==> src/rtl/core/kls_pkg.sv <==
`timescale 1ns / 1ps
`default_nettype none
package kls_pkg;

  localparam int MAX_TOKEN_BUF = 256;
  localparam int POSITION_BITS = 32;
  localparam int LEN_W         = 8;
  localparam int OFFSET_W      = 32;
  localparam int PREFIX_LEN    = 8;
  localparam int PFX_W         = $clog2(PREFIX_LEN);
  localparam int KW_COUNT      = 6;
  localparam int QDEPTH        = 4;
  localparam int QPTR_W        = $clog2(QDEPTH);
  localparam int QCNT_W        = $clog2(QDEPTH + 1);

  localparam logic [LEN_W-1:0] LEN_SAT  = LEN_W'(MAX_TOKEN_BUF - 1);
  localparam logic [LEN_W-1:0] LEN_OVER = LEN_W'(MAX_TOKEN_BUF - 2);

  localparam logic [7:0] CH_SPACE  = 8'h20;
  localparam logic [7:0] CH_LF     = 8'h0a;
  localparam logic [7:0] CH_TAB    = 8'h09;
  localparam logic [7:0] CH_QUOTE  = 8'h22;
  localparam logic [7:0] CH_PERIOD = 8'h2e;
  localparam logic [7:0] CH_ZERO   = 8'h30;
  localparam logic [7:0] CH_NINE   = 8'h39;

  typedef enum logic [4:0] {
    TK_LPAREN = 5'd0, TK_RPAREN, TK_LBRACE, TK_RBRACE, TK_LBRACK, TK_RBRACK,
    TK_LT, TK_GT, TK_PLUS, TK_MINUS, TK_STAR, TK_SLASH, TK_PERCENT, TK_AMP,
    TK_PIPE, TK_CARET, TK_BANG, TK_EQ, TK_COMMA, TK_COLON, TK_SEMI, TK_END,
    TK_KW_FUNCTION, TK_KW_LET, TK_KW_IF, TK_KW_FOR, TK_KW_WHILE, TK_KW_RETURN,
    TK_NUMBER, TK_IDENT, TK_STRING, TK_OVERLONG
  } tok_kind_t;

  typedef enum logic [2:0] {
    MODE_IDLE = 3'b001,
    MODE_WORD = 3'b010,
    MODE_STR  = 3'b100
  } scan_mode_t;

  typedef struct packed {
    tok_kind_t            kind;
    logic [OFFSET_W-1:0]  start;
    logic [LEN_W-1:0]     len;
    logic                 last;
  } tok_t;

  typedef struct packed {
    logic [1:0] cnt;
    tok_t       t0;
    tok_t       t1;
  } push_t;

  typedef struct packed {
    logic             hit;
    tok_kind_t        kind;
  } op_res_t;

  typedef struct packed {
    logic [LEN_W-1:0] len;
    logic [1:0]       per;
    logic             snd;
  } absorb_t;

  // prefix byte 0 sits in the top byte
  localparam logic [PREFIX_LEN-1:0][7:0] KW_TEXT [KW_COUNT] = '{
    "function", {"let", 40'h0}, {"if", 48'h0}, {"for", 40'h0},
    {"while", 24'h0}, {"return", 16'h0}
  };
  localparam logic [LEN_W-1:0] KW_LEN [KW_COUNT] = '{
    LEN_W'(8), LEN_W'(3), LEN_W'(2), LEN_W'(3), LEN_W'(5), LEN_W'(6)
  };
  localparam tok_kind_t KW_KIND [KW_COUNT] = '{
    TK_KW_FUNCTION, TK_KW_LET, TK_KW_IF, TK_KW_FOR, TK_KW_WHILE, TK_KW_RETURN
  };

  function automatic op_res_t op_lookup(input logic [7:0] b);
    op_res_t r;
    r.hit = 1'b1;
    case (b)
      "(":     r.kind = TK_LPAREN;
      ")":     r.kind = TK_RPAREN;
      "{":     r.kind = TK_LBRACE;
      "}":     r.kind = TK_RBRACE;
      "[":     r.kind = TK_LBRACK;
      "]":     r.kind = TK_RBRACK;
      "<":     r.kind = TK_LT;
      ">":     r.kind = TK_GT;
      "+":     r.kind = TK_PLUS;
      "-":     r.kind = TK_MINUS;
      "*":     r.kind = TK_STAR;
      "/":     r.kind = TK_SLASH;
      "%":     r.kind = TK_PERCENT;
      "&":     r.kind = TK_AMP;
      "|":     r.kind = TK_PIPE;
      "^":     r.kind = TK_CARET;
      "!":     r.kind = TK_BANG;
      "=":     r.kind = TK_EQ;
      ",":     r.kind = TK_COMMA;
      ":":     r.kind = TK_COLON;
      ";":     r.kind = TK_SEMI;
      default: begin
        r.hit  = 1'b0;
        r.kind = TK_IDENT;
      end
    endcase
    return r;
  endfunction

  function automatic absorb_t absorb(input logic [LEN_W-1:0] len, input logic [1:0] per,
                                     input logic snd, input logic [7:0] b);
    absorb_t r;
    r.len = (len < LEN_SAT) ? len + 1'b1 : len;
    r.per = per;
    r.snd = snd;
    if (b == CH_PERIOD) begin
      if (per < 2'd2) r.per = per + 1'b1;
    end else if (!(b inside {[CH_ZERO:CH_NINE]})) begin
      r.snd = 1'b1;
    end
    return r;
  endfunction

  function automatic tok_kind_t classify(input logic [PREFIX_LEN-1:0][7:0] pfx,
                                         input logic [LEN_W-1:0] len,
                                         input logic [1:0] per, input logic snd);
    tok_kind_t k;
    logic      eq;
    k = (!snd && per <= 2'd1) ? TK_NUMBER : TK_IDENT;
    for (int i = KW_COUNT - 1; i >= 0; i--) begin
      eq = (len == KW_LEN[i]);
      for (int j = 0; j < PREFIX_LEN; j++) begin
        if (LEN_W'(j) < len && pfx[PREFIX_LEN-1-j] != KW_TEXT[i][PREFIX_LEN-1-j]) eq = 1'b0;
      end
      if (eq) k = KW_KIND[i];
    end
    return k;
  endfunction

endpackage
`default_nettype wire

==> src/rtl/core/kls_in_if.sv <==
`timescale 1ns / 1ps
`default_nettype none
interface kls_in_if;
  logic       valid;
  logic       ready;
  logic [7:0] char_byte;
  logic       end_of_input;

  modport source (output valid, output char_byte, output end_of_input, input ready);
  modport sink   (input valid, input char_byte, input end_of_input, output ready);
endinterface
`default_nettype wire

==> src/rtl/core/kls_out_if.sv <==
`timescale 1ns / 1ps
`default_nettype none
interface kls_out_if;
  logic        valid;
  logic        ready;
  logic [4:0]  token_kind;
  logic [31:0] start_offset;
  logic [7:0]  token_length;
  logic        last;

  modport source (output valid, output token_kind, output start_offset,
                  output token_length, output last, input ready);
  modport sink   (input valid, input token_kind, input start_offset,
                  input token_length, input last, output ready);
endinterface
`default_nettype wire

==> src/rtl/core/kls_front.sv <==
`timescale 1ns / 1ps
`default_nettype none
module kls_front (
  input  wire logic           clk,
  input  wire logic           rst_n,
  kls_in_if.sink              in_bus,
  input  wire logic           space_ok,
  output kls_pkg::push_t      push
);
  import kls_pkg::*;

  scan_mode_t                    mode_r, mode_nxt;
  logic [POSITION_BITS-1:0]      pos_r, pos_nxt;
  logic [POSITION_BITS-1:0]      start_r, start_nxt;
  logic [LEN_W-1:0]              len_r, len_nxt;
  logic [1:0]                    per_r, per_nxt;
  logic                          snd_r, snd_nxt;
  logic [PREFIX_LEN-1:0][7:0]    pfx_r, pfx_nxt;

  logic       accept;
  logic [7:0] b;
  logic       ws;
  op_res_t    op;
  absorb_t    ab_cont;
  absorb_t    ab_open;
  tok_t       fin_tok;
  tok_t       end_tok;
  logic [LEN_W-1:0] fin_len;
  logic [PFX_W-1:0] pfx_idx;

  assign in_bus.ready = space_ok;
  assign accept  = in_bus.valid && space_ok;
  assign b       = in_bus.char_byte;
  assign ws      = b inside {CH_SPACE, CH_LF, CH_TAB};
  assign op      = op_lookup(b);
  assign ab_cont = absorb(len_r, per_r, snd_r, b);
  assign ab_open = absorb('0, 2'd0, 1'b0, b);
  assign pfx_idx = PFX_W'(PREFIX_LEN - 1) - len_r[PFX_W-1:0];

  // closing quote counts toward the string length
  assign fin_len = (mode_r == MODE_STR && !in_bus.end_of_input) ? ab_cont.len : len_r;

  always_comb begin
    fin_tok.start = OFFSET_W'(start_r);
    fin_tok.last  = !in_bus.end_of_input;
    if (fin_len > LEN_OVER) begin
      fin_tok.kind = TK_OVERLONG;
      fin_tok.len  = LEN_SAT;
    end else begin
      fin_tok.kind = (mode_r == MODE_STR) ? TK_STRING : classify(pfx_r, len_r, per_r, snd_r);
      fin_tok.len  = fin_len;
    end
    end_tok.kind  = TK_END;
    end_tok.start = OFFSET_W'(pos_r);
    end_tok.len   = '0;
    end_tok.last  = 1'b1;
  end

  always_comb begin
    mode_nxt  = mode_r;
    pos_nxt   = pos_r;
    start_nxt = start_r;
    len_nxt   = len_r;
    per_nxt   = per_r;
    snd_nxt   = snd_r;
    pfx_nxt   = pfx_r;
    push      = '0;
    if (accept) begin
      if (in_bus.end_of_input) begin
        if (mode_r != MODE_IDLE) begin
          push.cnt = 2'd2;
          push.t0  = fin_tok;
          push.t1  = end_tok;
        end else begin
          push.cnt = 2'd1;
          push.t0  = end_tok;
        end
        mode_nxt  = MODE_IDLE;
        pos_nxt   = '0;
        start_nxt = '0;
        len_nxt   = '0;
        per_nxt   = 2'd0;
        snd_nxt   = 1'b0;
      end else begin
        pos_nxt = pos_r + 1'b1;
        case (mode_r)
          MODE_WORD: begin
            if (ws) begin
              push.cnt = 2'd1;
              push.t0  = fin_tok;
              mode_nxt = MODE_IDLE;
            end else begin
              len_nxt = ab_cont.len;
              per_nxt = ab_cont.per;
              snd_nxt = ab_cont.snd;
              if (len_r < LEN_W'(PREFIX_LEN)) pfx_nxt[pfx_idx] = b;
            end
          end
          MODE_STR: begin
            len_nxt = ab_cont.len;
            per_nxt = ab_cont.per;
            snd_nxt = ab_cont.snd;
            if (len_r < LEN_W'(PREFIX_LEN)) pfx_nxt[pfx_idx] = b;
            if (b == CH_QUOTE) begin
              push.cnt = 2'd1;
              push.t0  = fin_tok;
              mode_nxt = MODE_IDLE;
            end
          end
          default: begin
            if (!ws) begin
              if (op.hit) begin
                push.cnt      = 2'd1;
                push.t0.kind  = op.kind;
                push.t0.start = OFFSET_W'(pos_r);
                push.t0.len   = LEN_W'(1);
                push.t0.last  = 1'b1;
              end else begin
                mode_nxt  = (b == CH_QUOTE) ? MODE_STR : MODE_WORD;
                start_nxt = pos_r;
                len_nxt   = ab_open.len;
                per_nxt   = ab_open.per;
                snd_nxt   = ab_open.snd;
                pfx_nxt[PREFIX_LEN-1] = b;
              end
            end
          end
        endcase
      end
    end
  end

  always_ff @(posedge clk) begin
    if (!rst_n) begin
      mode_r  <= MODE_IDLE;
      pos_r   <= '0;
      start_r <= '0;
      len_r   <= '0;
      per_r   <= 2'd0;
      snd_r   <= 1'b0;
    end else begin
      mode_r  <= mode_nxt;
      pos_r   <= pos_nxt;
      start_r <= start_nxt;
      len_r   <= len_nxt;
      per_r   <= per_nxt;
      snd_r   <= snd_nxt;
    end
  end

  always_ff @(posedge clk) begin
    pfx_r <= pfx_nxt;
  end

endmodule
`default_nettype wire

==> src/rtl/core/kls_tokq.sv <==
`timescale 1ns / 1ps
`default_nettype none
module kls_tokq (
  input  wire logic           clk,
  input  wire logic           rst_n,
  input  wire kls_pkg::push_t push,
  output logic                space_ok,
  kls_out_if.source           out_bus
);
  import kls_pkg::*;

  tok_t              mem_r [QDEPTH];
  logic [QPTR_W-1:0] wr_r, wr_nxt;
  logic [QPTR_W-1:0] rd_r, rd_nxt;
  logic [QCNT_W-1:0] count_r, count_nxt;
  logic              pop;
  tok_t              head;

  assign space_ok = count_r <= QCNT_W'(QDEPTH - 2);
  assign head     = mem_r[rd_r];
  assign pop      = out_bus.valid && out_bus.ready;

  assign out_bus.valid        = count_r != '0;
  assign out_bus.token_kind   = head.kind;
  assign out_bus.start_offset = head.start;
  assign out_bus.token_length = head.len;
  assign out_bus.last         = head.last;

  assign wr_nxt    = wr_r + QPTR_W'(push.cnt);
  assign rd_nxt    = rd_r + QPTR_W'(pop);
  assign count_nxt = count_r + QCNT_W'(push.cnt) - QCNT_W'(pop);

  always_ff @(posedge clk) begin
    if (push.cnt != 2'd0) mem_r[wr_r] <= push.t0;
    if (push.cnt == 2'd2) mem_r[wr_r + 1'b1] <= push.t1;
  end

  always_ff @(posedge clk) begin
    if (!rst_n) begin
      wr_r    <= '0;
      rd_r    <= '0;
      count_r <= '0;
    end else begin
      wr_r    <= wr_nxt;
      rd_r    <= rd_nxt;
      count_r <= count_nxt;
    end
  end

`ifndef SYNTHESIS
  a_no_overflow: assert property (@(posedge clk) disable iff (!rst_n)
    count_r <= QCNT_W'(QDEPTH))
    else $error("token queue overflow");

  a_push_room: assert property (@(posedge clk) disable iff (!rst_n)
    (push.cnt != 2'd0) |-> space_ok)
    else $error("push without room");

  a_pair_last: assert property (@(posedge clk) disable iff (!rst_n)
    (push.cnt == 2'd2) |-> (push.t1.last && !push.t0.last))
    else $error("last flag misplaced in token pair");

  a_pop_count: assert property (@(posedge clk) disable iff (!rst_n)
    (pop && push.cnt == 2'd0) |=> count_r == $past(count_r) - 1'b1)
    else $error("queue count lost a pop");
`endif

endmodule
`default_nettype wire

==> src/rtl/core/keyword_lexer_byte_stream.sv <==
// a finished token is written into the token queue as the byte that ends it is taken
// throughput: one byte per cycle; end of input with an open token gives two tokens
// the four-entry token queue holds off in_bus.ready when fewer than two slots are free
// reset: synchronous, active low; clears scan state, position and queue at once
`timescale 1ns / 1ps
`default_nettype none
module keyword_lexer_byte_stream (
  input  wire logic clk,
  input  wire logic rst_n,
  kls_in_if.sink    in_bus,
  kls_out_if.source out_bus
);
  import kls_pkg::*;

  push_t push;
  logic  space_ok;

  kls_front u_front (
    .clk      (clk),
    .rst_n    (rst_n),
    .in_bus   (in_bus),
    .space_ok (space_ok),
    .push     (push)
  );

  kls_tokq u_tokq (
    .clk      (clk),
    .rst_n    (rst_n),
    .push     (push),
    .space_ok (space_ok),
    .out_bus  (out_bus)
  );

endmodule
`default_nettype wire

==> src/flat_wrapper.sv <==
// flat-port wrapper written by rule: the top's interface ports become plain ports
module keyword_lexer_byte_stream_flat import kls_pkg::*;
  (clk, rst_n, in_bus_valid, in_bus_char_byte, in_bus_end_of_input, in_bus_ready, out_bus_valid, out_bus_token_kind, out_bus_start_offset, out_bus_token_length, out_bus_last, out_bus_ready);
  kls_in_if in_bus_i ();
  kls_out_if out_bus_i ();
  input  wire logic clk;
  input  wire logic rst_n;
  input wire logic [$bits(in_bus_i.valid)-1:0] in_bus_valid;
  input wire logic [$bits(in_bus_i.char_byte)-1:0] in_bus_char_byte;
  input wire logic [$bits(in_bus_i.end_of_input)-1:0] in_bus_end_of_input;
  output wire logic [$bits(in_bus_i.ready)-1:0] in_bus_ready;
  output wire logic [$bits(out_bus_i.valid)-1:0] out_bus_valid;
  output wire logic [$bits(out_bus_i.token_kind)-1:0] out_bus_token_kind;
  output wire logic [$bits(out_bus_i.start_offset)-1:0] out_bus_start_offset;
  output wire logic [$bits(out_bus_i.token_length)-1:0] out_bus_token_length;
  output wire logic [$bits(out_bus_i.last)-1:0] out_bus_last;
  input wire logic [$bits(out_bus_i.ready)-1:0] out_bus_ready;
  assign in_bus_i.valid = in_bus_valid;
  assign in_bus_i.char_byte = in_bus_char_byte;
  assign in_bus_i.end_of_input = in_bus_end_of_input;
  assign in_bus_ready = in_bus_i.ready;
  assign out_bus_valid = out_bus_i.valid;
  assign out_bus_token_kind = out_bus_i.token_kind;
  assign out_bus_start_offset = out_bus_i.start_offset;
  assign out_bus_token_length = out_bus_i.token_length;
  assign out_bus_last = out_bus_i.last;
  assign out_bus_i.ready = out_bus_ready;
  keyword_lexer_byte_stream u_core (.clk(clk), .rst_n(rst_n), .in_bus(in_bus_i), .out_bus(out_bus_i));
endmodule
==> config.mk <==
export PLATFORM = sky130hd
export DESIGN_NAME = keyword_lexer_byte_stream_flat
export DESIGN_NICKNAME = d
export VERILOG_FILES = /design/src/rtl/core/kls_pkg.sv /design/src/rtl/core/kls_in_if.sv /design/src/rtl/core/kls_out_if.sv /design/src/rtl/core/kls_front.sv /design/src/rtl/core/kls_tokq.sv /design/src/rtl/core/keyword_lexer_byte_stream.sv /design/src/flat_wrapper.sv
export SDC_FILE = /design/constraint.sdc
export NUM_CORES = 1
export LEC_CHECK = 0
export BUFFER_PORTS_ARGS = -buffer_cell sky130_fd_sc_hd__clkbuf_2
export CAP_MARGIN = 15
export CELL_PAD_IN_SITES_DETAIL_PLACEMENT = 0
export CELL_PAD_IN_SITES_GLOBAL_PLACEMENT = 2
export CORE_UTILIZATION = 46
export DETAILED_ROUTE_END_ITERATION = 6
export PLACE_DENSITY = 0.81
export SLEW_MARGIN = 0
export SYNTH_ARGS = -nofsm -noshare
export SYNTH_HDL_FRONTEND = slang
export SYNTH_SLANG_ARGS = --single-unit
==> constraint.sdc <==
create_clock -name clk -period 7.7 [get_ports clk]
set_clock_uncertainty 0.05 [all_clocks]
set_input_delay 0.77 -clock clk [delete_from_list [all_inputs] [get_ports clk]]
set_output_delay 0.77 -clock clk [all_outputs]
set_load 0.03 [all_outputs]
* Word-level counts from Yosys, hierarchy flattened
Memories as Yosys holds them, arrays and structs flattened. A register that Yosys moved wholly into a read port is not among the register bits.
Index checks and enable logic that the tools add are counted.
** Storage, ports and cells
- Bits in writable memories :: 184
- Bits in registers :: 149
- Word-level logic and storage cells :: 299
- Memories kept :: 1
- Bits of input ports :: 13
** Operators by class
- Reductions and logical operators :: 55
- Mux-type cells :: 126
- Order comparisons :: 18
- Equality and inequality tests :: 72
- Add/sub/neg operators :: 9
- Bitwise operators :: 1
** Memory list
- u_core.u_tokq.mem_r :: depth 4, bits a word 46, rd ports 1, clocked after Yosys merged registers in 1, write ports 2, RTL line kls_tokq.sv:12 : tok_t mem_r [QDEPTH];
** Operators by type and width (number)
- 8-bit by 7-bit != test with 1-bit output (second input constant) :: 24
- 47-bit 2-to-1 mux :: 4
- 32-bit 2-to-1 mux :: 5
- 8-bit by 6-bit == test with 1-bit output (second input constant) :: 18
- 64-bit 2-to-1 mux :: 2
- 56-bit one-hot mux with 2 select lines :: 1
- 5-bit one-hot mux with 21 select lines :: 1
- 48-bit 2-to-1 mux :: 2
- 48-bit one-hot mux with 2 select lines :: 1
- 94-bit 2-to-1 mux :: 1
- 46-bit 2-to-1 mux :: 2
- 8-bit 2-to-1 mux :: 10
- 1-bit 2-to-1 mux :: 69
- 64-bit bitwise mux :: 1
- 8-bit by 7-bit == test with 1-bit output (second input constant) :: 6
- 8-bit nonzero test :: 6
- 1-bit logical AND :: 36
- 5-bit 2-to-1 mux :: 7
- 32-bit by 1-bit adder with 32-bit output (second input constant) :: 1
- 3-bit by 8-bit less-than comparator with 1-bit output (first input constant) :: 4
- 8-bit one-hot mux with 2 select lines :: 2
- 8-bit demux with 3-bit select :: 1
- 8-bit by 4-bit == test with 1-bit output (second input constant) :: 3
- 3-bit 2-to-1 mux :: 7
- 43 further kinds :: 67

* Longest topological paths before layout
Gate-level depths: netlist of the first run.
- Word-level depth :: 26
- Gate-level depth with buffers :: 18

* Cells and area by module
From an unflattened synthesis of the first run, not the netlist that was laid out.
** Unflattened totals
- Cells, all modules :: 1379
- Area total of the unflattened synthesis :: 17518.1 µm²
** By module, submodules not included
- kls_tokq :: times used 1, cells an instance 489, area each 9305.2 µm², sequential area each 5665.4 µm²
- kls_front :: times used 1, cells an instance 890, area each 8212.9 µm², sequential area each 3483.3 µm²

* Worst setup path before layout of the first run
Ideal clock, no wire load.
- Path type :: input -> register
- Start point :: input port in_bus_char_byte[4]
- End point :: memory u_core.u_tokq.mem_r[0][0] (netlist bit) (enable)
- Stages on the path :: 7
- Path buffers :: 2
- Setup slack :: 3.679 ns
- Setup time :: 0.394 ns
- Data arrival time :: 3.577 ns
- Cell sequence :: buf_6 > or4_4 > or4_4 > a21o_1 > a2111o_4 > clkbuf_1 > nand2_1
** RTL lines
- from (decl) :: RTL line flat_wrapper.sv:9 : input wire logic [$bits(in_bus_i.char_byte)-1:0] in_bus_char_byte;
- to (decl) :: RTL line kls_tokq.sv:12

==> results.md, run 1 <==
- Outcome: complete, no violations
- Worst path required time: 7.79 ns
- Sw Ratio: 0.294
- Total gr overflow: 0
- Tmin final: 4.41 ns
- Multi-input logic area: 6970 sq um
- Share of power burned in registers: 0.423
- Vias in the first global route: 11400
- Cell Pwr Density: 267 nW/um^2
- Fin util: 0.520
- Post-Synth Adder-Cell Area: 0.00968
- Core Rows: 68
- Max Buffers Root-to-Sink: 3
- Io pins: 61
- # fillers: 3009
- IO Port Bufs: 60
- Crit end category: flip-flop
- Clock root cell: clkbuf_16
- Area contributors post-synth: edfxtp_1 (38%), dfxtp_1 (15%), a22o_1 (8.7%), mux4_2 (6.4%), nand3_1 (2.2%)
- Later-pin clock latency in the skew report: 0.53 ns
- Final hold violations: 0
- NetSw: 1.42 mW
- Non-Filler Instances: 1877
- Nets: 1417
- N_diodes: 0
- RSZ-0062 raised after global routing: no
- Violation count after the first detailed-route iteration: 979
- Postcts setup bufs: 0
- Final HPWL DP: 27300 microns
- Dpl cell area: 16800 sq um
- DRT antenna net count: 0
- Setup slack after layout: 3.29 ns
- Maximum clock rate: 0.227 GHz
- Post-synth top cells: edfxtp_1 (208), a22o_1 (162), dfxtp_1 (125), nor2_1 (93), clkbuf_1 (87)
- Share of cells above drive strength 1: 0.153
- Worst hold margin: 0.409 ns
- Post-synthesis sequential area ratio: 0.537
- Maximum vdd drop: 0.205 mV
- Initial core utilization: 0.469
- Number of synthesized flops with an enable pin: 208
- Ys flop type: edfxtp_1
- Yosys warns: 0
- Place WS: 3.05 ns
- DR vias: 11700
- Per-cell routed wire length: 23.0 microns
- Count leader, synth: edfxtp_1
- TritonCTS buffer count: 38
- Period utilization: 0.573
- Final setup TNS: 0 ns
- Tot GR Track Use: 0.242
- Arrival @ worst endpoint: 4.50 ns
- Post-Synth XOR/XNOR Area: 0.0210
- CORE AREA: 34700 sq um
- Syn avg cell area: 11.6 sq um
- Initial antenna violation count: 1
- Die X: 190 microns
- Max_cap viols: 0
- Total length of routed wires: 43200 microns
- Setup Crit Path Kind: reg -> reg
- Worst Tran Pin Value: 1.21 ns
- Largest family of logic cells by synthesized area: compound AO/OA/AOI/OAI gates
- Comb power frac: 0.200
- Final setup fails: 0
- Headroom to the max-slew limit: 0.191
- Final Cell Area: 18100 sq um
- Min-Delay Path Class: reg -> reg
- Cell taking the most area after synthesis: edfxtp_1
- Mux cell area share after synthesis: 0.0753
- Fin. max-slew vios: 0
- Post-synthesis net count: 1426
- CTS sink cnt: 333
- Placed instance count: 1806
- Clk pwr share: 0.377
- Setup crit start kind: flip-flop
- Pre-antenna DRT Iters: 6
- Unique masters post-synth: 85
- Largest net degree at the start of global routing: 53
- Synth top area share: 0.384
- CTS tree: yes
- RePlAce Congestion: 0.835
- Post-Syn Area: 16300 sq um
- PostCTS Resize Cnt: 0
- Die area: 36200 sq um
- Post-synthesis register bit count: 333
- Post-route DRC: 0
- First-pass GRT wire length: 67300 microns
- Syn Inst Count: 1401
- Die Y: 190 microns
- Routed vias/inst: 6.21
- Register area: 8750 sq um
- Syn-to-layout area delta: 11.0%
- Hold-fix buffers, CTS: 0
- Clk pin slew, worst setup/hold paths: 0.06 ns
- H-Tree Depth: 2
- Ys async rst share: 0
- Leak: 6.09 nW
- CP max FO: 36
- Total power: 4.82 mW
- Internal Pwr Total: 3.41 mW
- Simple-gate share of the synthesized area: 0.137
- Post-synthesis compound-gate area fraction: 0.182
-- registers in the layout, summed over array words and instances, names as in the netlist, 3 cells and up --
register	cells
u_core.u_front.start_r	32
u_core.u_front.pfx_r	64
u_core.u_front.mode_r	3
u_core.u_front.pos_r	32
u_core.u_tokq.count_r	3
u_core.u_front.len_r	8
u_core.u_tokq.mem_r	184
-- final timing paths --
path / from / end / slack, ns / depth (start not counted)
worst max-delay path: u_core.u_tokq.count_r[1] / u_core.u_tokq.mem_r[1][17] / 3.29 / 7
worst min-delay path: u_core.u_tokq.mem_r[0][1] / u_core.u_tokq.mem_r[0][1] / 0.41 / 2
worst min register to register: u_core.u_tokq.mem_r[0][1] / u_core.u_tokq.mem_r[0][1] / 0.41 / 2
worst max register to register: u_core.u_tokq.count_r[1] / u_core.u_tokq.mem_r[1][17] / 3.29 / 7
-- cell usage in the layout (no fill, tap or decap), drive strengths merged, types with 13 or more instances in the layout --
cell    netlist  layout
edfxtp      208     208
a22o        162     162
dfxtp       125     125
clkbuf       87     112
nor2        102     102
o21ai        75      75
nand3        71      71
nand2        64      64
mux4         46      46
a21oi        38      38
inv          21      22
xor2         21      21
nor3         21      21
nor2b        20      20
a211oi       20      20
mux2i        19      19
a221oi       19      19
xnor2        18      18
nand2b       16      16
clkinv        2      16
buf          38      15
and2         15      15
or3          14      14
nand4        14      14
nor4         13      13
a31oi        13      13
-- critical path: stages, from the launching register on --
cell and delay [ns]:
dfxtp_1 0.32, a21oi_1 0.56, nand2_1 0.64, buf_4 0.42, nor2_1 0.24, clkinv_1 0.25, or3_1 0.63, nand2_2 0.88
-- power by group through the flow --
stage                     combinational (mW)  clock, mW  sequential [mW]
after floorplan                        0.723          0             2.04
after global placement                 0.973          0             2.08
after detailed placement               0.979          0             2.08
after CTS                              0.981       1.84             2.04
after global routing                    1.04       1.92             2.05
final                                  0.966       1.82             2.04
-- cells by family (layout without fill, tap and decap cells) --
kind of cell / count (synthesis) / in the layout
fa+ha+maj: 12 / 12
compound gates: 392 / 392
xor+xnor: 39 / 39
mux: 65 / 65
flops: 333 / 333
simple gates: 412 / 412
buf+inv: 148 / 169
-- metal layers --
layer  vias to the layer above  track usage  part of all wire
li1                       5447            -                 -
met1                      5757        0.345              0.46
met2                       365        0.383              0.46
met3                        80       0.0360             0.057
met4                         2       0.0723             0.022
met5                         -            0           0.00019
-- layout make-up --
| class | count | share of cell area |
|---|---|---|
| repair buffers | 76 | 0.0233 |
| multi-input cells | 920 | 0.386 |
| clock inverters | 19 | 0.0119 |
| flip-flops and latches | 333 | 0.485 |
| clock buffers | 51 | 0.0582 |
| inverters | 23 | 0.00478 |
| well taps | 455 | 0.0315 |
Power figures use the tool's default switching activity.
==> inputs of run 2 (changes only) <==
--- a/config.mk
+++ b/config.mk
@@ -9,9 +9,9 @@
 export CAP_MARGIN = 15
 export CELL_PAD_IN_SITES_DETAIL_PLACEMENT = 0
 export CELL_PAD_IN_SITES_GLOBAL_PLACEMENT = 2
-export CORE_UTILIZATION = 46
+export CORE_UTILIZATION = 43
 export DETAILED_ROUTE_END_ITERATION = 6
-export PLACE_DENSITY = 0.81
+export PLACE_DENSITY = 0.76
 export SLEW_MARGIN = 0
 export SYNTH_ARGS = -nofsm -noshare
 export SYNTH_HDL_FRONTEND = slang
==> constraint.sdc (replaced) <==
create_clock -name clk -period 4.48 [get_ports clk]
set_clock_uncertainty 0.05 [all_clocks]
set_input_delay 0.448 -clock clk [delete_from_list [all_inputs] [get_ports clk]]
set_output_delay 0.448 -clock clk [all_outputs]
set_load 0.03 [all_outputs]
==> run 2 against run 1 <==
  * Via count is 2.8% higher
  * Die area increased by 6.9%
  * Flip-flop and latch count is the same
  * Sequential share of layout area down 0.70 points
  * Highest routed layer is now met4
  * Design area is 1.5% higher
  * Sequential power is 76% higher
  * Critical path depth grew 8
  * Count of clock-buffer cells in the layout down 6
  * Maximum frequency is 20% higher
  * Combinational power is 66% higher
  * First-iteration DRC count fell by 4.0%
  * Register-to-register slack got worse by 2.5 ns
==> results.md, run 2 (same netlist as run 1, synthesis figures left out) <==
- Clk pin slew, worst setup/hold paths: 0.06 ns (about the same)
- N_diodes: 0 (unchanged)
- Leak: 6.22 nW (was 6.09 nW)
- Critical path's most frequent cell: inv_1
- Arrival @ worst endpoint: 4.06 ns (was 4.50 ns)
- CTS tree: yes (unchanged)
- CP max FO: 8 (was 36)
- Io pins: 61 (unchanged)
- Later-pin clock latency in the skew report: 0.56 ns (was 0.53 ns)
- Setup crit start kind: flip-flop (unchanged)
- Buf+Inv Stages, Crit Path: 3 (was 2)
- Final setup fails: 0 (unchanged)
- Total gr overflow: 0 (unchanged)
- Hold_sp: in_bus_char_byte[4] (was u_core.u_tokq.mem_r[0][1])
- CP Cell Sequence: nand2b_1, a211o_1, o21ba_2, a21o_1, a21o_1, nor2_1, inv_1, ha_1, inv_1, ha_1, inv_1, fa_1, xor2_1, xnor2_1, and2_1 (was a21oi_1, nand2_1, buf_4, nor2_1, clkinv_1, or3_1, nand2_2)
- Worst path required time: 4.88 ns (was 7.79 ns)
- Worst hold margin: 0.263 ns (was 0.409 ns)
- DR vias: 12000 (was 11700)
- R2r endpoint: u_core.u_tokq.count_r[2] (was u_core.u_tokq.mem_r[1][17])
- Largest net degree at the start of global routing: 42 (was 53)
- Clk pwr share: 0.368 (was 0.377)
- Setup Crit Path Kind: reg -> reg (unchanged)
- Worst Hold End: u_core.u_front.pfx_r[28] (was u_core.u_tokq.mem_r[0][1])
- Outcome: complete, no violations (unchanged)
- Most common cell after layout, fill and taps aside: edfxtp_1 (unchanged)
- Share of cells above drive strength 1: 0.169 (was 0.153)
- Die area: 38600 sq um (was 36200 sq um)
- Largest Register: u_core.u_tokq.mem_r (unchanged)
- TritonCTS buffer count: 37 (was 38)
- Tmin final: 3.66 ns (was 4.41 ns)
- Vias in the first global route: 11900 (was 11400)
- Pre-antenna DRT Iters: 5 (was 6)
- Comb power frac: 0.195 (was 0.200)
- Final Cell Area: 18300 sq um (was 18100 sq um)
- Maximum vdd drop: 0.301 mV (was 0.205 mV)
- Core Rows: 70 (was 68)
- Fin util: 0.496 (was 0.520)
- Violation count after the first detailed-route iteration: 940 (was 979)
- Period utilization: 0.818 (was 0.573)
- Maximum clock rate: 0.273 GHz (was 0.227 GHz)
- Final HPWL DP: 28400 microns (was 27300 microns)
- CTS sink cnt: 333 (unchanged)
- Dpl cell area: 17100 sq um (was 16800 sq um)
- Max_cap viols: 0 (unchanged)
- Min-Delay Path Class: in -> reg (was reg -> reg)
- Register-to-register setup slack: 0.82 ns (was 3.29 ns)
- Postcts setup bufs: 0 (unchanged)
- Die X: 197 microns (was 190 microns)
- Crit end category: flip-flop (unchanged)
- NetSw: 2.50 mW (was 1.42 mW)
- Post-route DRC: 0 (unchanged)
- Sw Ratio: 0.304 (was 0.294)
- Initial core utilization: 0.441 (was 0.469)
- Headroom to the max-slew limit: 0.340 (was 0.191)
- Clock root cell: clkbuf_16 (unchanged)
- Die Y: 197 microns (was 190 microns)
- Fin. max-slew vios: 0 (unchanged)
- Worst path top cell family by delay: compound AO/OA/AOI/OAI gates (was simple AND/OR/NAND/NOR gates)
- Syn-to-layout area delta: 12.6% (was 11.0%)
- Final hold violations: 0 (unchanged)
- RSZ-0062 raised after global routing: no (unchanged)
- Total power: 8.23 mW (was 4.82 mW)
- Worst stage delay on the critical path: 0.46 ns (was 0.88 ns)
- CORE AREA: 37000 sq um (was 34700 sq um)
- Max Buffers Root-to-Sink: 3 (unchanged)
- Internal Pwr Total: 5.73 mW (was 3.41 mW)
- PostCTS Resize Cnt: 0 (unchanged)
- Largest registers: u_core.u_tokq.mem_r x184, u_core.u_front.pfx_r x64 (unchanged)
- DRT antenna net count: 0 (unchanged)
- Tot GR Track Use: 0.236 (was 0.242)
- Initial antenna violation count: 0 (was 1)
- Most frequent cells in the layout: edfxtp_1 (208), a22o_1 (162), dfxtp_1 (123) (unchanged)
- Crit-path slowest cell: dfxtp_1 (was nand2_2)
- First-pass GRT wire length: 70200 microns (was 67300 microns)
- Total length of routed wires: 44800 microns (was 43200 microns)
- Cell Pwr Density: 449 nW/um^2 (was 267 nW/um^2)
- Per-cell routed wire length: 22.9 microns (was 23.0 microns)
- Worst Tran Pin Value: 0.990 ns (was 1.21 ns)
- Share of power burned in registers: 0.438 (was 0.423)
- Reg2reg path depth: 15 (was 7)
- Hold-fix buffers, CTS: 0 (unchanged)
- Nets: 1448 (was 1417)
- RePlAce Congestion: 0.845 (was 0.835)
- RR Startpoint: u_core.u_front.mode_r[1] (was u_core.u_tokq.count_r[1])
- H-Tree Depth: 2 (unchanged)
- Hold Path Cell Cnt: 1 (was 2)
- IO Port Bufs: 60 (unchanged)
- Max FFs per register: 184 (unchanged)
- Final setup TNS: 0 ns (unchanged)
- Routed vias/inst: 6.12 (was 6.21)
## run 2: cell types whose count changed in the layout (fill, tap and decap cells not counted), moves of 2 or more
cell | before | now
clkbuf_8 | 3 | 1
clkinv_2 | 7 | 4
clkbuf_1 | 9 | 7
clkinv_1 | 7 | 10
buf_4 | 15 | 44
buf_12 | 0 | 3
clkbuf_16 | 39 | 37
clkinv_4 | 0 | 2
## run 2: worst max path at each step
stage,start,to,cells past startpoint
floorplan,in_bus_char_byte[4],u_core.u_tokq.mem_r[0][0],7
CTS,u_core.u_front.mode_r[1],u_core.u_tokq.count_r[2],15
global placement,in_bus_char_byte[4],u_core.u_tokq.count_r[2],17
global route,u_core.u_front.mode_r[1],u_core.u_tokq.count_r[2],15
finish,u_core.u_front.mode_r[1],u_core.u_tokq.count_r[2],15
detailed placement,in_bus_char_byte[5],u_core.u_tokq.count_r[2],16
## run 2: power by group through the flow
stage	Sequential (mW)	Clock (mW)	Combinational (mW)
2_1_floorplan	3.51	0	1.24
3_3_place_gp	3.67	0	1.60
3_5_place_dp	3.68	0	1.62
4_1_cts	3.61	3.09	1.62
5_1_grt	3.63	3.20	1.71
6_report	3.60	3.03	1.60
## run 2: worst reg2reg max path: cells and delay by family, from the launching register on
kind,cells,cell delay (ns)
buffers and inverters,3,0.19
AO/OA/AOI/OAI,4,1.39
flip-flops,1,0.46
adder cells (fa/ha/maj),3,0.72
AND/OR/NAND/NOR,3,0.46
XOR/XNOR,2,0.28
## run 2: layout make-up
type | instances | area [sq um]
Inverter | 23 | 86.3
Multi-Input combinational cell | 920 | 6960
Sequential cell | 333 | 8750
Clock inverter | 22 | 236
Timing Repair Buffer | 108 | 696
Clock buffer | 45 | 966
Tap cell | 504 | 631
Fill cell | 3374 | 18600
## run 2: per-stage QoR
step,worst slack (ns),std cells
2_1_floorplan,0.781,1401
5_1_grt,0.643,1955
4_1_cts,0.868,1954
3_3_place_gp,0.516,1887
6_report,0.816,1955
3_5_place_dp,0.444,1887
## run 2: metal layers
| layer | wire length (microns) | GRT usage | vias up |
|---|---|---|---|
| met5 | 0 | 0 | - |
| met4 | 1030 | 0.0790 | 0 |
| met3 | 2500 | 0.0352 | 69 |
| met2 | 20400 | 0.371 | 355 |
| met1 | 20900 | 0.335 | 6048 |
| li1 | - | - | 5501 |
==> inputs of run 3 (changes only) <==
--- a/config.mk
+++ b/config.mk
@@ -5,11 +5,12 @@
 export SDC_FILE = /design/constraint.sdc
 export NUM_CORES = 1
 export LEC_CHECK = 0
+export ABC_AREA = 1
 export BUFFER_PORTS_ARGS = -buffer_cell sky130_fd_sc_hd__clkbuf_2
 export CAP_MARGIN = 15
 export CELL_PAD_IN_SITES_DETAIL_PLACEMENT = 0
 export CELL_PAD_IN_SITES_GLOBAL_PLACEMENT = 2
-export CORE_UTILIZATION = 43
+export CORE_UTILIZATION = 38
 export DETAILED_ROUTE_END_ITERATION = 6
 export PLACE_DENSITY = 0.76
 export SLEW_MARGIN = 0
==> constraint.sdc (replaced) <==
create_clock -name clk -period 3.4 [get_ports clk]
set_clock_uncertainty 0.05 [all_clocks]
set_input_delay 0.34 -clock clk [delete_from_list [all_inputs] [get_ports clk]]
set_output_delay 0.34 -clock clk [all_outputs]
set_load 0.03 [all_outputs]
==> run 3 against run 2 <==
  * Utilization is 5.7 points lower
  * Critical path depth shrank 5
  * Synthesized cell count up 56%
  * Clock power increased by 45%
  * Cell count rose by 47%
  * Via count is 32% higher
  * Sequential power rose by 31%
  * Total power rose by 61%
  * Register-to-register slack lost 0.32 ns
  * Die area increased by 21%
  * Sequential share of layout area down 3.7 points
  * Maximum frequency rose by 26%
  * Critical endpoint is now u_core.u_front.pfx_r[4]
  * Highest routed layer unchanged
==> results.md, run 3 <==
- Post-synthesis register bit count: 333 (unchanged)
- Later-pin clock latency in the skew report: 0.58 ns (was 0.56 ns)
- Hold-fix buffers, CTS: 0 (unchanged)
- Final hold violations: 0 (unchanged)
- Routed vias/inst: 5.49 (was 6.12)
- Most frequent cells in the layout: nand2_1 (478), nor2_1 (271), o21ai_0 (262) (was edfxtp_1 (208), a22o_1 (162), dfxtp_1 (123))
- Clock root cell: clkbuf_16 (unchanged)
- Vias in the first global route: 14700 (was 11900)
- Final setup fails: 0 (unchanged)
- Syn-to-layout area delta: 14.2% (was 12.6%)
- CORE AREA: 45300 sq um (was 37000 sq um)
- Tmin final: 2.90 ns (was 3.66 ns)
- Total length of routed wires: 60200 microns (was 44800 microns)
- Worst stage delay on the critical path: 0.48 ns (was 0.46 ns)
- Most common cell after layout, fill and taps aside: nand2_1 (was edfxtp_1)
- Min-Delay Path Class: in -> reg (unchanged)
- # fillers: 4595 (was 3374)
- Sw Ratio: 0.376 (was 0.304)
- Post-synthesis sequential area ratio: 0.503 (was 0.537)
- Initial core utilization: 0.384 (was 0.441)
- Tot GR Track Use: 0.257 (was 0.236)
- Violation count after the first detailed-route iteration: 1253 (was 940)
- Die area: 46600 sq um (was 38600 sq um)
- NetSw: 4.97 mW (was 2.50 mW)
- Post-synth top cells: nand2_1 (479), nor2_1 (274), o21ai_0 (262), edfxtp_1 (208), inv_1 (154) (was edfxtp_1 (208), a22o_1 (162), dfxtp_1 (125), nor2_1 (93), clkbuf_1 (87))
- Yosys warns: 0 (unchanged)
- Maximum clock rate: 0.345 GHz (was 0.273 GHz)
- Io pins: 61 (unchanged)
- RSZ-0062 raised after global routing: no (unchanged)
- Post-Syn Area: 17400 sq um (was 16300 sq um)
- Post-synthesis net count: 2216 (was 1426)
- DRT antenna net count: 0 (unchanged)
- Max FFs per register: 184 (unchanged)
- Largest registers: u_core.u_tokq.mem_r x184, u_core.u_front.pfx_r x64 (unchanged)
- Crit-path slowest cell: nor4_1 (was dfxtp_1)
- Nets: 2273 (was 1448)
- Die X: 216 microns (was 197 microns)
- Share of power burned in registers: 0.358 (was 0.438)
- Fin util: 0.439 (was 0.496)
- Register-to-register setup slack: 0.50 ns (was 0.82 ns)
- Max_cap viols: 0 (unchanged)
- Syn avg cell area: 7.94 sq um (was 11.6 sq um)
- Worst Tran Pin Value: 0.878 ns (was 0.990 ns)
- DR vias: 15800 (was 12000)
- Initial antenna violation count: 1 (was 0)
- Cell taking the most area after synthesis: edfxtp_1 (unchanged)
- Fin. max-slew vios: 0 (unchanged)
- Synth top area share: 0.359 (was 0.384)
- PostCTS Resize Cnt: 0 (unchanged)
- Post-route DRC: 0 (unchanged)
- Internal Pwr Total: 8.25 mW (was 5.73 mW)
- Crit end category: flip-flop (unchanged)
- Arrival @ worst endpoint: 3.12 ns (was 4.06 ns)
- Final setup TNS: 0 ns (unchanged)
- Postcts setup bufs: 0 (unchanged)
- Cell Pwr Density: 666 nW/um^2 (was 449 nW/um^2)
- Per-cell routed wire length: 20.9 microns (was 22.9 microns)
- Outcome: complete, no violations (unchanged)
- Core Rows: 78 (was 70)
- H-Tree Depth: 2 (unchanged)
- Period utilization: 0.853 (was 0.818)
- Clk pin slew, worst setup/hold paths: 0.06 ns (about the same)
- Final HPWL DP: 40700 microns (was 28400 microns)
- Largest net degree at the start of global routing: 59 (was 42)
- Maximum vdd drop: 0.368 mV (was 0.301 mV)
- Worst path required time: 3.62 ns (was 4.88 ns)
- Ys async rst share: 0 (unchanged)
- CTS sink cnt: 333 (unchanged)
- Total gr overflow: 0 (unchanged)
- Count leader, synth: nand2_1 (was edfxtp_1)
- RePlAce Congestion: 0.865 (was 0.845)
- Number of synthesized flops with an enable pin: 208 (unchanged)
- Ys flop type: edfxtp_1 (unchanged)
- Max Buffers Root-to-Sink: 3 (unchanged)
- Die Y: 216 microns (was 197 microns)
- Clk pwr share: 0.331 (was 0.368)
- Syn Inst Count: 2191 (was 1401)
- Setup Crit Path Kind: reg -> reg (unchanged)
- Share of cells above drive strength 1: 0.105 (was 0.169)
- Setup crit start kind: flip-flop (unchanged)
- IO Port Bufs: 60 (unchanged)
- First-pass GRT wire length: 91000 microns (was 70200 microns)
- Headroom to the max-slew limit: 0.415 (was 0.340)
- CTS tree: yes (unchanged)
- Leak: 7.15 nW (was 6.22 nW)
- CP max FO: 10 (was 8)
- Unique masters post-synth: 51 (was 85)
- TritonCTS buffer count: 39 (was 37)
- Largest Register: u_core.u_tokq.mem_r (unchanged)
- Area contributors post-synth: edfxtp_1 (36%), dfxtp_1 (14%), nand2_1 (10%), o21ai_0 (7.5%), nor2_1 (5.9%) (was edfxtp_1 (38%), dfxtp_1 (15%), a22o_1 (8.7%), mux4_2 (6.4%), nand3_1 (2.2%))
- Pre-antenna DRT Iters: 5 (unchanged)
- Comb power frac: 0.311 (was 0.195)
- CP Cell Sequence: inv_1, nor3_2, nor2_2, nor2_1, buf_4, inv_1, nor4_1, nand2_1, nor2_1, buf_4 (was nand2b_1, a211o_1, o21ba_2, a21o_1, a21o_1, nor2_1, inv_1, ha_1, inv_1, ha_1, inv_1, fa_1, xor2_1, xnor2_1, and2_1)
- N_diodes: 0 (unchanged)
-- run 3: cell count changes after synthesis, moves of 32 or more --
cell	change
a21oi_1	+98
a22o_1	-162
inv_1	+133
mux4_2	-46
nand2_1	+415
nand3_1	+59
nor2_1	+181
o21ai_0	+194
o21ai_1	+32
o22ai_1	+90
-- run 3: cells by family after synthesis --
logic type | count (synthesis) | synth area share
and+or+nand+nor | 1000 | 0.245
DFF | 333 | 0.503
xor gates and xnor gates | 11 | 0.00554
AOI/OAI and AO/OA | 548 | 0.168
adders and majority gates | 12 | 0.00907
buffers and inverters | 287 | 0.0691
-- run 3: layout make-up --
type / count / area (sq um) / area share
flip-flops and latches: 333 / 8750 / 0.441
multi-input cells: 1571 / 7450 / 0.375
clock buffers: 52 / 1070 / 0.0541
repair buffers: 134 / 931 / 0.0469
well taps: 600 / 751 / 0.0378
inverters: 169 / 642 / 0.0323
clock inverters: 20 / 259 / 0.0130
-- run 3: power by group through the flow --
stage	clock network, mW	registers [mW]	logic (mW)
2_1_floorplan	0	4.79	2.67
3_3_place_gp	0	4.81	4.11
3_5_place_dp	0	4.81	4.13
4_1_cts	4.47	4.73	4.13
5_1_grt	4.63	4.76	4.46
6_report	4.38	4.73	4.12
-- run 3: metal layers --
layer	GRT usage	vias up	part of all wire
met4	0.0493	0	0.013
met1	0.386	7596	0.48
met5	0	-	0
li1	-	7645	-
met2	0.385	517	0.43
met3	0.0459	59	0.071
-- run 3: worst paths after layout --
kind                                                start                   endpoint  depth (start not counted)
worst max-delay path             u_core.u_front.mode_r[1]    u_core.u_front.pfx_r[4]                         10
worst min-delay path                  in_bus_char_byte[5]   u_core.u_front.pfx_r[29]                          1
worst max register to register   u_core.u_front.mode_r[1]    u_core.u_front.pfx_r[4]                         10
worst min register to register  u_core.u_tokq.mem_r[1][3]  u_core.u_tokq.mem_r[1][3]                          2
-- run 3: per-stage QoR --
step | hold slack [ns] | cell area, sq um | cells | setup WS, ns | total power [mW]
floorplan | 0.389 | 17400 | 2191 | 0.220 | 7.46
global placement | 0.399 | 18500 | 2807 | 0.228 | 8.92
detailed placement | 0.407 | 18500 | 2807 | 0.165 | 8.94
CTS | 0.0435 | 19900 | 2879 | 0.460 | 13.3
global route | 0.0533 | 19900 | 2879 | 0.229 | 13.8
finish | 0.0497 | 19900 | 2879 | 0.500 | 13.2
-- run 3: critical path, delay by kind of cell (launching register included) --
family / cells / cell delay, ns
buffers and inverters: 4 / 0.69
flip-flops: 1 / 0.37
AND/OR/NAND/NOR: 6 / 1.48
